File: src/hw/rtl/wcu8_pkg.sv
// ---------------------------------------------------------------------------
// Wide character to UTF-8 encoder package
// Shared types, constants and the byte encoding function.
// ---------------------------------------------------------------------------
`default_nettype none

package wcu8_pkg;

	localparam int PaddrW = 3;
	localparam int QDepth = 2;
	localparam int QPtrW  = $clog2(QDepth);
	localparam int QCntW  = $clog2(QDepth + 1);

	// Register word index, taken from paddr[2].
	localparam logic RegUnitMode = 1'b0;

	// Unit modes.
	localparam logic Mode16 = 1'b0;
	localparam logic Mode32 = 1'b1;

	localparam logic [15:0] HiSurFirst = 16'hD800;
	localparam logic [15:0] HiSurLast  = 16'hDBFF;
	localparam logic [31:0] LoSurBase  = 32'h0000_DC00;
	localparam logic [31:0] HiSurBase  = 32'h0000_D800;
	localparam logic [31:0] PlaneOne   = 32'h0001_0000;

	// One code point waiting in the queue, with its byte count minus one.
	typedef struct packed {
		logic [31:0] cp;
		logic        str_end;
		logic [1:0]  nb_m1;
	} q_entry_t;

	// Byte idx of the UTF-8 sequence of cp that has nb_m1 + 1 bytes.
	function automatic logic [7:0] encode_byte(input logic [31:0] cp,
			input logic [1:0] nb_m1, input logic [1:0] idx);
		logic [1:0] pos;
		logic [5:0] sextet;
		logic [7:0] res;
		pos = nb_m1 - idx;
		case (pos)
			2'd0:    sextet = cp[5:0];
			2'd1:    sextet = cp[11:6];
			2'd2:    sextet = cp[17:12];
			2'd3:    sextet = cp[23:18];
			default: sextet = cp[5:0];
		endcase
		if (idx == 2'd0) begin
			case (nb_m1)
				2'd0:    res = cp[7:0];
				2'd1:    res = 8'hC0 | cp[13:6];
				2'd2:    res = 8'hE0 | cp[19:12];
				2'd3:    res = 8'hF0 | cp[25:18];
				default: res = cp[7:0];
			endcase
		end else begin
			res = {2'b10, sextet};
		end
		return res;
	endfunction

endpackage

`default_nettype wire

File: src/hw/rtl/wide_char_to_utf8_encoder.sv
// ---------------------------------------------------------------------------
// Wide character to UTF-8 encoder
// Converts UTF-16 or 32-bit code units into a UTF-8 byte stream.
// ---------------------------------------------------------------------------
// Each accepted input transaction carries one wide code unit and a flag
// marking the last unit of a string; the block answers with the unit's
// UTF-8 bytes, one output transaction per byte, flagging the last byte of
// each unit and the last byte of the string. In 16-bit mode (unit_mode = 0)
// a high surrogate that is not the final unit is held and combined, without
// checking, with the next unit; it produces no bytes itself. In 32-bit mode
// every unit is a code point, and values above 0x10FFFF still give four
// bytes with a truncated lead byte. The byte serializer emits one byte
// per cycle while the output is not stalled; a held surrogate is taken
// at the input and produces no bytes. The front end accepts a new unit
// every cycle while the two-entry code point queue has room, so input
// and output stall independently. With the serializer free, an accepted
// unit is written into the queue and its first byte then into the output
// register. A write to unit_mode drops any held surrogate; write it only
// while the block is idle.
// ---------------------------------------------------------------------------
`default_nettype none

module wide_char_to_utf8_encoder import wcu8_pkg::*; (
	input  wire logic              clk,
	input  wire logic              arst_n,
	// Configuration port.
	input  wire logic              psel,
	input  wire logic              penable,
	input  wire logic              pwrite,
	input  wire logic [PaddrW-1:0] paddr,
	input  wire logic [31:0]       pwdata,
	output logic      [31:0]       prdata,
	output logic                   pready,
	// Input channel.
	input  wire logic              in_valid,
	output logic                   in_stall,
	input  wire logic [31:0]       code_unit,
	input  wire logic              final_unit,
	// Output channel.
	output logic                   out_valid,
	input  wire logic              out_stall,
	output logic      [7:0]        utf8_byte,
	output logic                   last_of_run,
	output logic                   string_end
);

	logic     unit_mode_q;
	logic     mode_wr;
	logic     push;
	logic     pop;
	logic     q_empty;
	logic     q_full;
	q_entry_t push_data;
	q_entry_t head;

	// The port never waits. Only word 0 holds a register; writes to any
	// other word complete but change nothing. The low address bits are
	// ignored and do not affect decoding.
	assign pready  = 1'b1;
	assign mode_wr = psel && penable && pwrite && (paddr[2] == RegUnitMode);
	assign prdata  = (paddr[2] == RegUnitMode) ? {31'h0, unit_mode_q} : 32'h0;

	always_ff @(posedge clk or negedge arst_n) begin
		if (!arst_n) begin
			unit_mode_q <= Mode16;
		end else if (mode_wr) begin
			unit_mode_q <= pwdata[0];
		end
	end

	// The input side stalls only when the queue has no room, whether or not
	// the unit would be held as a surrogate.
	assign in_stall = q_full;

	// Front end: surrogate pairing and length classification.
	wcu8_front u_front (
		.clk        (clk),
		.arst_n     (arst_n),
		.unit_mode  (unit_mode_q),
		.clr        (mode_wr),
		.in_valid   (in_valid),
		.in_stall   (in_stall),
		.code_unit  (code_unit),
		.final_unit (final_unit),
		.push       (push),
		.push_data  (push_data)
	);

	// Code points waiting for the serializer.
	wcu8_queue u_queue (
		.clk       (clk),
		.arst_n    (arst_n),
		.push      (push),
		.push_data (push_data),
		.pop       (pop),
		.head      (head),
		.empty     (q_empty),
		.full      (q_full)
	);

	// Back end: one UTF-8 byte per cycle into the output register, unless the output stalls.
	wcu8_back u_back (
		.clk         (clk),
		.arst_n      (arst_n),
		.head        (head),
		.q_empty     (q_empty),
		.pop         (pop),
		.out_valid   (out_valid),
		.out_stall   (out_stall),
		.utf8_byte   (utf8_byte),
		.last_of_run (last_of_run),
		.string_end  (string_end)
	);

endmodule

`default_nettype wire

File: src/hw/rtl/wcu8_front.sv
// ---------------------------------------------------------------------------
// Encoder front end
// Accepts units, pairs surrogates and classifies the code point length.
// ---------------------------------------------------------------------------
`default_nettype none

module wcu8_front import wcu8_pkg::*; (
	input  wire logic        clk,
	input  wire logic        arst_n,
	input  wire logic        unit_mode,
	input  wire logic        clr,
	input  wire logic        in_valid,
	input  wire logic        in_stall,
	input  wire logic [31:0] code_unit,
	input  wire logic        final_unit,
	output logic             push,
	output q_entry_t         push_data
);

	logic        pending_q;
	logic [15:0] held_q;
	logic [15:0] u16;
	logic        accept;
	logic        is_hi;
	logic        hold;
	logic [31:0] pair_cp;
	logic [31:0] cp;

	assign u16    = code_unit[15:0];
	assign accept = in_valid && !in_stall;
	assign is_hi  = (u16 >= HiSurFirst) && (u16 <= HiSurLast);
	assign hold   = (unit_mode == Mode16) && !pending_q && is_hi && !final_unit;

	// Unchecked pair combination, wrapping at 32 bits.
	assign pair_cp = PlaneOne + (({16'h0000, held_q} - HiSurBase) << 10)
		+ ({16'h0000, u16} - LoSurBase);

	always_comb begin
		if (unit_mode == Mode32) begin
			cp = code_unit;
		end else if (pending_q) begin
			cp = pair_cp;
		end else begin
			cp = {16'h0000, u16};
		end
		push_data.cp      = cp;
		push_data.str_end = final_unit;
		if (cp < 32'h80) begin
			push_data.nb_m1 = 2'd0;
		end else if (cp < 32'h800) begin
			push_data.nb_m1 = 2'd1;
		end else if (cp < 32'h1_0000) begin
			push_data.nb_m1 = 2'd2;
		end else begin
			push_data.nb_m1 = 2'd3;
		end
	end

	assign push = accept && !hold;

	always_ff @(posedge clk or negedge arst_n) begin
		if (!arst_n) begin
			pending_q <= 1'b0;
			held_q    <= 16'h0000;
		end else if (clr) begin
			pending_q <= 1'b0;
			held_q    <= 16'h0000;
		end else if (accept && unit_mode == Mode16) begin
			if (hold) begin
				pending_q <= 1'b1;
				held_q    <= u16;
			end else if (pending_q) begin
				pending_q <= 1'b0;
				held_q    <= 16'h0000;
			end
		end
	end

endmodule

`default_nettype wire

File: src/hw/rtl/wcu8_queue.sv
// ---------------------------------------------------------------------------
// Encoder code point queue
// Short register queue between the front end and the byte serializer.
// ---------------------------------------------------------------------------
`default_nettype none

module wcu8_queue import wcu8_pkg::*; (
	input  wire logic     clk,
	input  wire logic     arst_n,
	input  wire logic     push,
	input  wire q_entry_t push_data,
	input  wire logic     pop,
	output q_entry_t      head,
	output logic          empty,
	output logic          full
);

	q_entry_t               mem_q [QDepth];
	logic     [QPtrW-1:0]   wr_ptr_q;
	logic     [QPtrW-1:0]   rd_ptr_q;
	logic     [QCntW-1:0]   cnt_q;

	assign empty = (cnt_q == '0);
	assign full  = (cnt_q == QCntW'(QDepth));
	assign head  = mem_q[rd_ptr_q];

	always_ff @(posedge clk) begin
		if (push) begin
			mem_q[wr_ptr_q] <= push_data;
		end
	end

	always_ff @(posedge clk or negedge arst_n) begin
		if (!arst_n) begin
			wr_ptr_q <= '0;
			rd_ptr_q <= '0;
			cnt_q    <= '0;
		end else begin
			if (push) begin
				wr_ptr_q <= (wr_ptr_q == QPtrW'(QDepth - 1)) ? '0 : wr_ptr_q + 1'b1;
			end
			if (pop) begin
				rd_ptr_q <= (rd_ptr_q == QPtrW'(QDepth - 1)) ? '0 : rd_ptr_q + 1'b1;
			end
			if (push && !pop) begin
				cnt_q <= cnt_q + 1'b1;
			end else if (pop && !push) begin
				cnt_q <= cnt_q - 1'b1;
			end
		end
	end

endmodule

`default_nettype wire

File: src/hw/rtl/wcu8_back.sv
// ---------------------------------------------------------------------------
// Encoder byte serializer
// Emits each queued code point's UTF-8 bytes, one per cycle unless stalled.
// ---------------------------------------------------------------------------
`default_nettype none

module wcu8_back import wcu8_pkg::*; (
	input  wire logic     clk,
	input  wire logic     arst_n,
	input  wire q_entry_t head,
	input  wire logic     q_empty,
	output logic          pop,
	output logic          out_valid,
	input  wire logic     out_stall,
	output logic [7:0]    utf8_byte,
	output logic          last_of_run,
	output logic          string_end
);

	logic       out_valid_q;
	logic [7:0] byte_q;
	logic       last_q;
	logic       end_q;
	logic [1:0] idx_q;
	logic       load;
	logic       last_byte;

	assign load      = !q_empty && (!out_valid_q || !out_stall);
	assign last_byte = (idx_q == head.nb_m1);
	assign pop       = load && last_byte;

	always_ff @(posedge clk or negedge arst_n) begin
		if (!arst_n) begin
			out_valid_q <= 1'b0;
			idx_q       <= 2'd0;
		end else begin
			if (load) begin
				out_valid_q <= 1'b1;
				idx_q       <= last_byte ? 2'd0 : idx_q + 2'd1;
			end else if (!out_stall) begin
				out_valid_q <= 1'b0;
			end
		end
	end

	always_ff @(posedge clk) begin
		if (load) begin
			byte_q <= encode_byte(head.cp, head.nb_m1, idx_q);
			last_q <= last_byte;
			end_q  <= last_byte && head.str_end;
		end
	end

	assign out_valid   = out_valid_q;
	assign utf8_byte   = byte_q;
	assign last_of_run = last_q;
	assign string_end  = end_q;

`ifndef SYNTHESIS
	a_end_is_last: assert property (@(posedge clk) disable iff (!arst_n)
		out_valid_q && end_q |-> last_q)
		else $error("string end flagged on a byte that does not close its run");
	a_idx_in_range: assert property (@(posedge clk) disable iff (!arst_n)
		!q_empty |-> idx_q <= head.nb_m1)
		else $error("byte index ran past the sequence length");
	a_idx_idle: assert property (@(posedge clk) disable iff (!arst_n)
		q_empty |-> idx_q == 2'd0)
		else $error("byte index not rewound with an empty queue");
`endif

endmodule

`default_nettype wire

File: config.mk
export PLATFORM = sky130hd
export DESIGN_NAME = wide_char_to_utf8_encoder
export DESIGN_NICKNAME = d
export VERILOG_FILES = /design/src/hw/rtl/wcu8_pkg.sv /design/src/hw/rtl/wide_char_to_utf8_encoder.sv /design/src/hw/rtl/wcu8_front.sv /design/src/hw/rtl/wcu8_queue.sv /design/src/hw/rtl/wcu8_back.sv
export SDC_FILE = /design/constraint.sdc
export NUM_CORES = 1
export LEC_CHECK = 0
export BUFFER_PORTS_ARGS = -buffer_cell sky130_fd_sc_hd__buf_2
export CORE_AREA = 2 2 149 151
export DETAILED_ROUTE_END_ITERATION = 6
export DIE_AREA = 0 0 151 153
export PLACE_DENSITY = 0.55
export SLEW_MARGIN = 20
export SYNTH_ARGS = -nofsm -noshare
export SYNTH_HDL_FRONTEND = slang
export SYNTH_SLANG_ARGS = --single-unit
File: constraint.sdc
create_clock -name clk -period 8.5 [get_ports clk]
set_input_delay 0.85 -clock clk [delete_from_list [all_inputs] [get_ports clk]]
set_output_delay 0.85 -clock clk [all_outputs]
set_load 0.1 [all_outputs]
==> key figures <==
Yosys
  – Post-Syn Area: 0.005687 mm²
  – Post-synth top flop: edfxtp_1
  – Seq cells post-synth: 89
  – Post-Synthesis Cells: 521
  – Unique cell type count in the Yosys netlist: 59
  – Synth Warn #: 0
  – EDFF count, synth: 64
  – Async SR Flop Fraction: 0.2809
  – Syn_area_per_cell: 10.91 µm²
  – Sequential element share of the synthesized area: 0.4480

Critical path
  – Crit-path cells: buf_2 -> ha_1 -> a21oi_1 -> nor2_1 -> inv_1 -> ha_1 -> ha_1 -> a21o_1 -> a311oi_1 -> nor2_1 -> nor4b_1 -> o21ai_0 -> mux2_2 -> o41ai_2 -> o211ai_1
  – Longest individual stage delay on the worst path: 420 ps
  – CP endpoint kind: flip-flop
  – Critical-path maximum fanout: 10
  – Setup CP Type: in -> reg
  – Worst Setup Start Kind: input port
  – Reg-to-reg slack, setup: 4920 ps
  – CP dominant cell by count: ha_1
  – Critical path's slowest cell: ha_1
  – Critical Path RT: 8550 ps
  – Crit path max-delay family: compound AO/OA/AOI/OAI gates
  – RR Endpoint: u_queue.mem_q[0][0]$_DFFE_PP_
  – CP arrival: 4670 ps
  – Buf/Inv on CP: 2
  – R2r startpoint: u_front.held_q[11]$_DFFE_PN0P_
  – R2R cell count: 12

Cells and area
  – Share of cells above drive strength 1: 0.1794
  – Register area: 0.002547 mm²
  – Antenna cells: 0
  – Most common cell after layout, fill and taps aside: nand2_1
  – Nets: 685
  – Most frequent cells in the layout: 67 x nand2_1, 64 x edfxtp_1, 54 x buf_2
  – Fillers: 2262
  – Area delta synth->final: 12.94%
  – Area taken by multi-input logic gates: 0.002858 mm²
  – Final core occ: 0.2989
  – Final instance area: 0.006422 mm²

Clock tree
  – Clock buffer depth: 2
  – Setup bufs post-CTS: 0
  – Root buffer cell: clkbuf_16
  – Cts repair resizes: 0
  – Clock buffer count from CTS: 9
  – Clock transition at path regs: 70 ps
  – # H-tree levels: 3
  – CTS tree: done
  – Post-CTS Hold Buffers: 0
  – Clock sink total: 89
  – Worst-Skew Late Latency: 340 ps

STA
  – Slew HR: 0.4101
  – Min Clock Period, post-route: 4622 ps
  – Worst setup margin: 3878 ps
  – RSZ-0062 raised after global routing: false
  – Worst-Margin Slew: 884.9 ps
  – Final hold viol count: 0
  – Fmax: 216.4 MHz
  – Final Skew: 11.93 ps
  – Count of pins over their slew limit: 0
  – Final setup viols: 0
  – Fin crit share: 0.5438
  – Setup TNS: 0 ps

Global route
  – Vias in the first global route: 3880
  – Antenna violations before repair: 0
  – First-pass GRT wire length: 21.24 mm
  – Largest net degree at the start of global routing: 32
  – Grt ovf: 0
  – GRT Total Usage: 0.1197

Power and ir drop
  – Pwr per Cell Area: 293.4 mW/mm²
  – Worst VDD drop: 0.1239 mV
  – P_leak: 2.536 nW

Place
  – GP Congestion: 0.8590
  – Port bufs: 54
  – Hpwl dp: 9.948 mm
  – Post-DP Area: 0.006146 mm²
  – Pre-CTS setup slack: 3570 ps

Floorplanning
  – Die Y: 153 µm
  – Core Region: 0.02149 mm²
  – Die Width: 151 µm
  – Row count: 54
  – I/O pin total: 120
  – Die ar.: 0.02310 mm²
  – Starting Density: 0.2647

Worst hold path
  – Hold EP: u_back.out_valid$_DFFE_PN0P_
  – Worst hold start: u_queue.cnt_q[1]$_DFFE_PN0P_
  – Worst Hold Depth: 2
  – Worst min path class: reg -> reg

Flow run
  – Max_cap viols: 0

Detailed routing
  – Total Wirelength: 13.17 mm
  – DRC Markers: 0
  – Final ANT Viol Nets: 0
  – Drt pass-1 iters: 4
  – DRT iter0 DRCs: 217
  – Vias per cell: 4.643
  – Drt wl/cell: 15.42 µm
  – Via count: 3965

Status
  – Status: finished, final reports clean
-- final cells by class --
cell class	instances	area share
multi-input cells	390	0.4450
flip-flops and latches	89	0.3966
well taps	280	0.05455
repair buffers	61	0.05026
clock buffers	9	0.03507
inverters	18	0.01052
clock inverters	7	0.007988
-- power by group --
group	internal (mW)	switching (mW)
registers	0.601	0.0451
logic	0.278	0.583
clock network	0.201	0.176
total	1.08	0.805
-- worst register-to-register path, delay by kind of cell, from the launching register on --
family,cells,cell delay [ps]
simple gates,1,90
flops,1,430
xor+xnor,1,160
compound gates,6,1350
fa+ha+maj,3,980
mux,1,290
-- flip-flops by register name, summed over array words and instances (netlist names) --
signal,flops
unit_mode_q,1
u_back.utf8_byte,8
u_queue.wr_ptr_q,1
u_queue.cnt_q,2
u_front.held_q,16
u_back.last_of_run,1
u_back.idx_q,2
u_back.out_valid,1
u_queue.rd_ptr_q,1
u_front.pending_q,1
u_queue.mem_q,54
u_back.string_end,1
-- synth_stat cells (6+ instances only) --
| library cell | instances | area (µm²) |
|---|---|---|
| inv_1 | 18 | 67.56 |
| nand4_1 | 7 | 43.79 |
| mux4_2 | 14 | 315.3 |
| nor3_1 | 6 | 30.03 |
| dfrtp_1 | 25 | 625.6 |
| a211oi_1 | 12 | 90.09 |
| xor2_1 | 7 | 61.31 |
| edfxtp_1 | 64 | 1922 |
| nor2_1 | 17 | 63.81 |
| nand3_1 | 9 | 45.04 |
| a31oi_1 | 10 | 62.56 |
| clkbuf_1 | 18 | 67.56 |
| nand2_1 | 67 | 251.5 |
| ha_1 | 40 | 500.5 |
| mux2i_1 | 12 | 120.1 |
| xnor2_1 | 15 | 131.4 |
| buf_4 | 33 | 247.7 |
| nor2b_1 | 12 | 75.07 |
| a21oi_1 | 24 | 120.1 |
| o21ai_0 | 37 | 185.2 |
-- through the flow --
stage	std cells	total power, mW	hold WS, ps
after floorplan	551	1.379	447.9
after global placement	838	1.522	460.1
after detailed placement	838	1.527	473.2
after CTS	854	1.913	487.8
after global routing	854	2.008	520.2
final	854	1.885	479.0
-- kinds of logic after synthesis --
| group | count (synthesis) | share of synthesized area |
|---|---|---|
| and+or+nand+nor | 149 | 0.1289 |
| AOI/OAI and AO/OA | 112 | 0.1239 |
| DFF | 89 | 0.4480 |
| buffers and inverters | 72 | 0.07107 |
| adders and majority gates | 41 | 0.09153 |
| muxes | 32 | 0.09571 |
| xor gates and xnor gates | 24 | 0.03961 |
| other | 2 | 0.001321 |
-- per-layer routing --
layer | up-vias | track usage | wire, µm
met2 | 104 | 0.1905 | 6313
met4 | 0 | 0.02848 | 188
met1 | 1883 | 0.1635 | 6026
li1 | 1966 | - | -
met3 | 12 | 0.03015 | 640
met5 | - | 0 | 0
-- how the worst max path moves through the flow --
stage / startpoint / end / slack, ps / cells after the start
2_1_floorplan: code_unit[10] / u_queue.mem_q[0][0]$_DFFE_PP_ / 4330 / 15
3_3_place_gp: code_unit[11] / u_queue.mem_q[0][0]$_DFFE_PP_ / 3550 / 15
3_5_place_dp: code_unit[11] / u_queue.mem_q[0][0]$_DFFE_PP_ / 3570 / 15
4_1_cts: code_unit[11] / u_queue.mem_q[1][0]$_DFFE_PP_ / 3900 / 15
5_1_grt: code_unit[11] / u_queue.mem_q[1][0]$_DFFE_PP_ / 3700 / 15
6_report: code_unit[11] / u_queue.mem_q[0][0]$_DFFE_PP_ / 3880 / 15
Note: power is estimated with default switching activity, not from simulation.
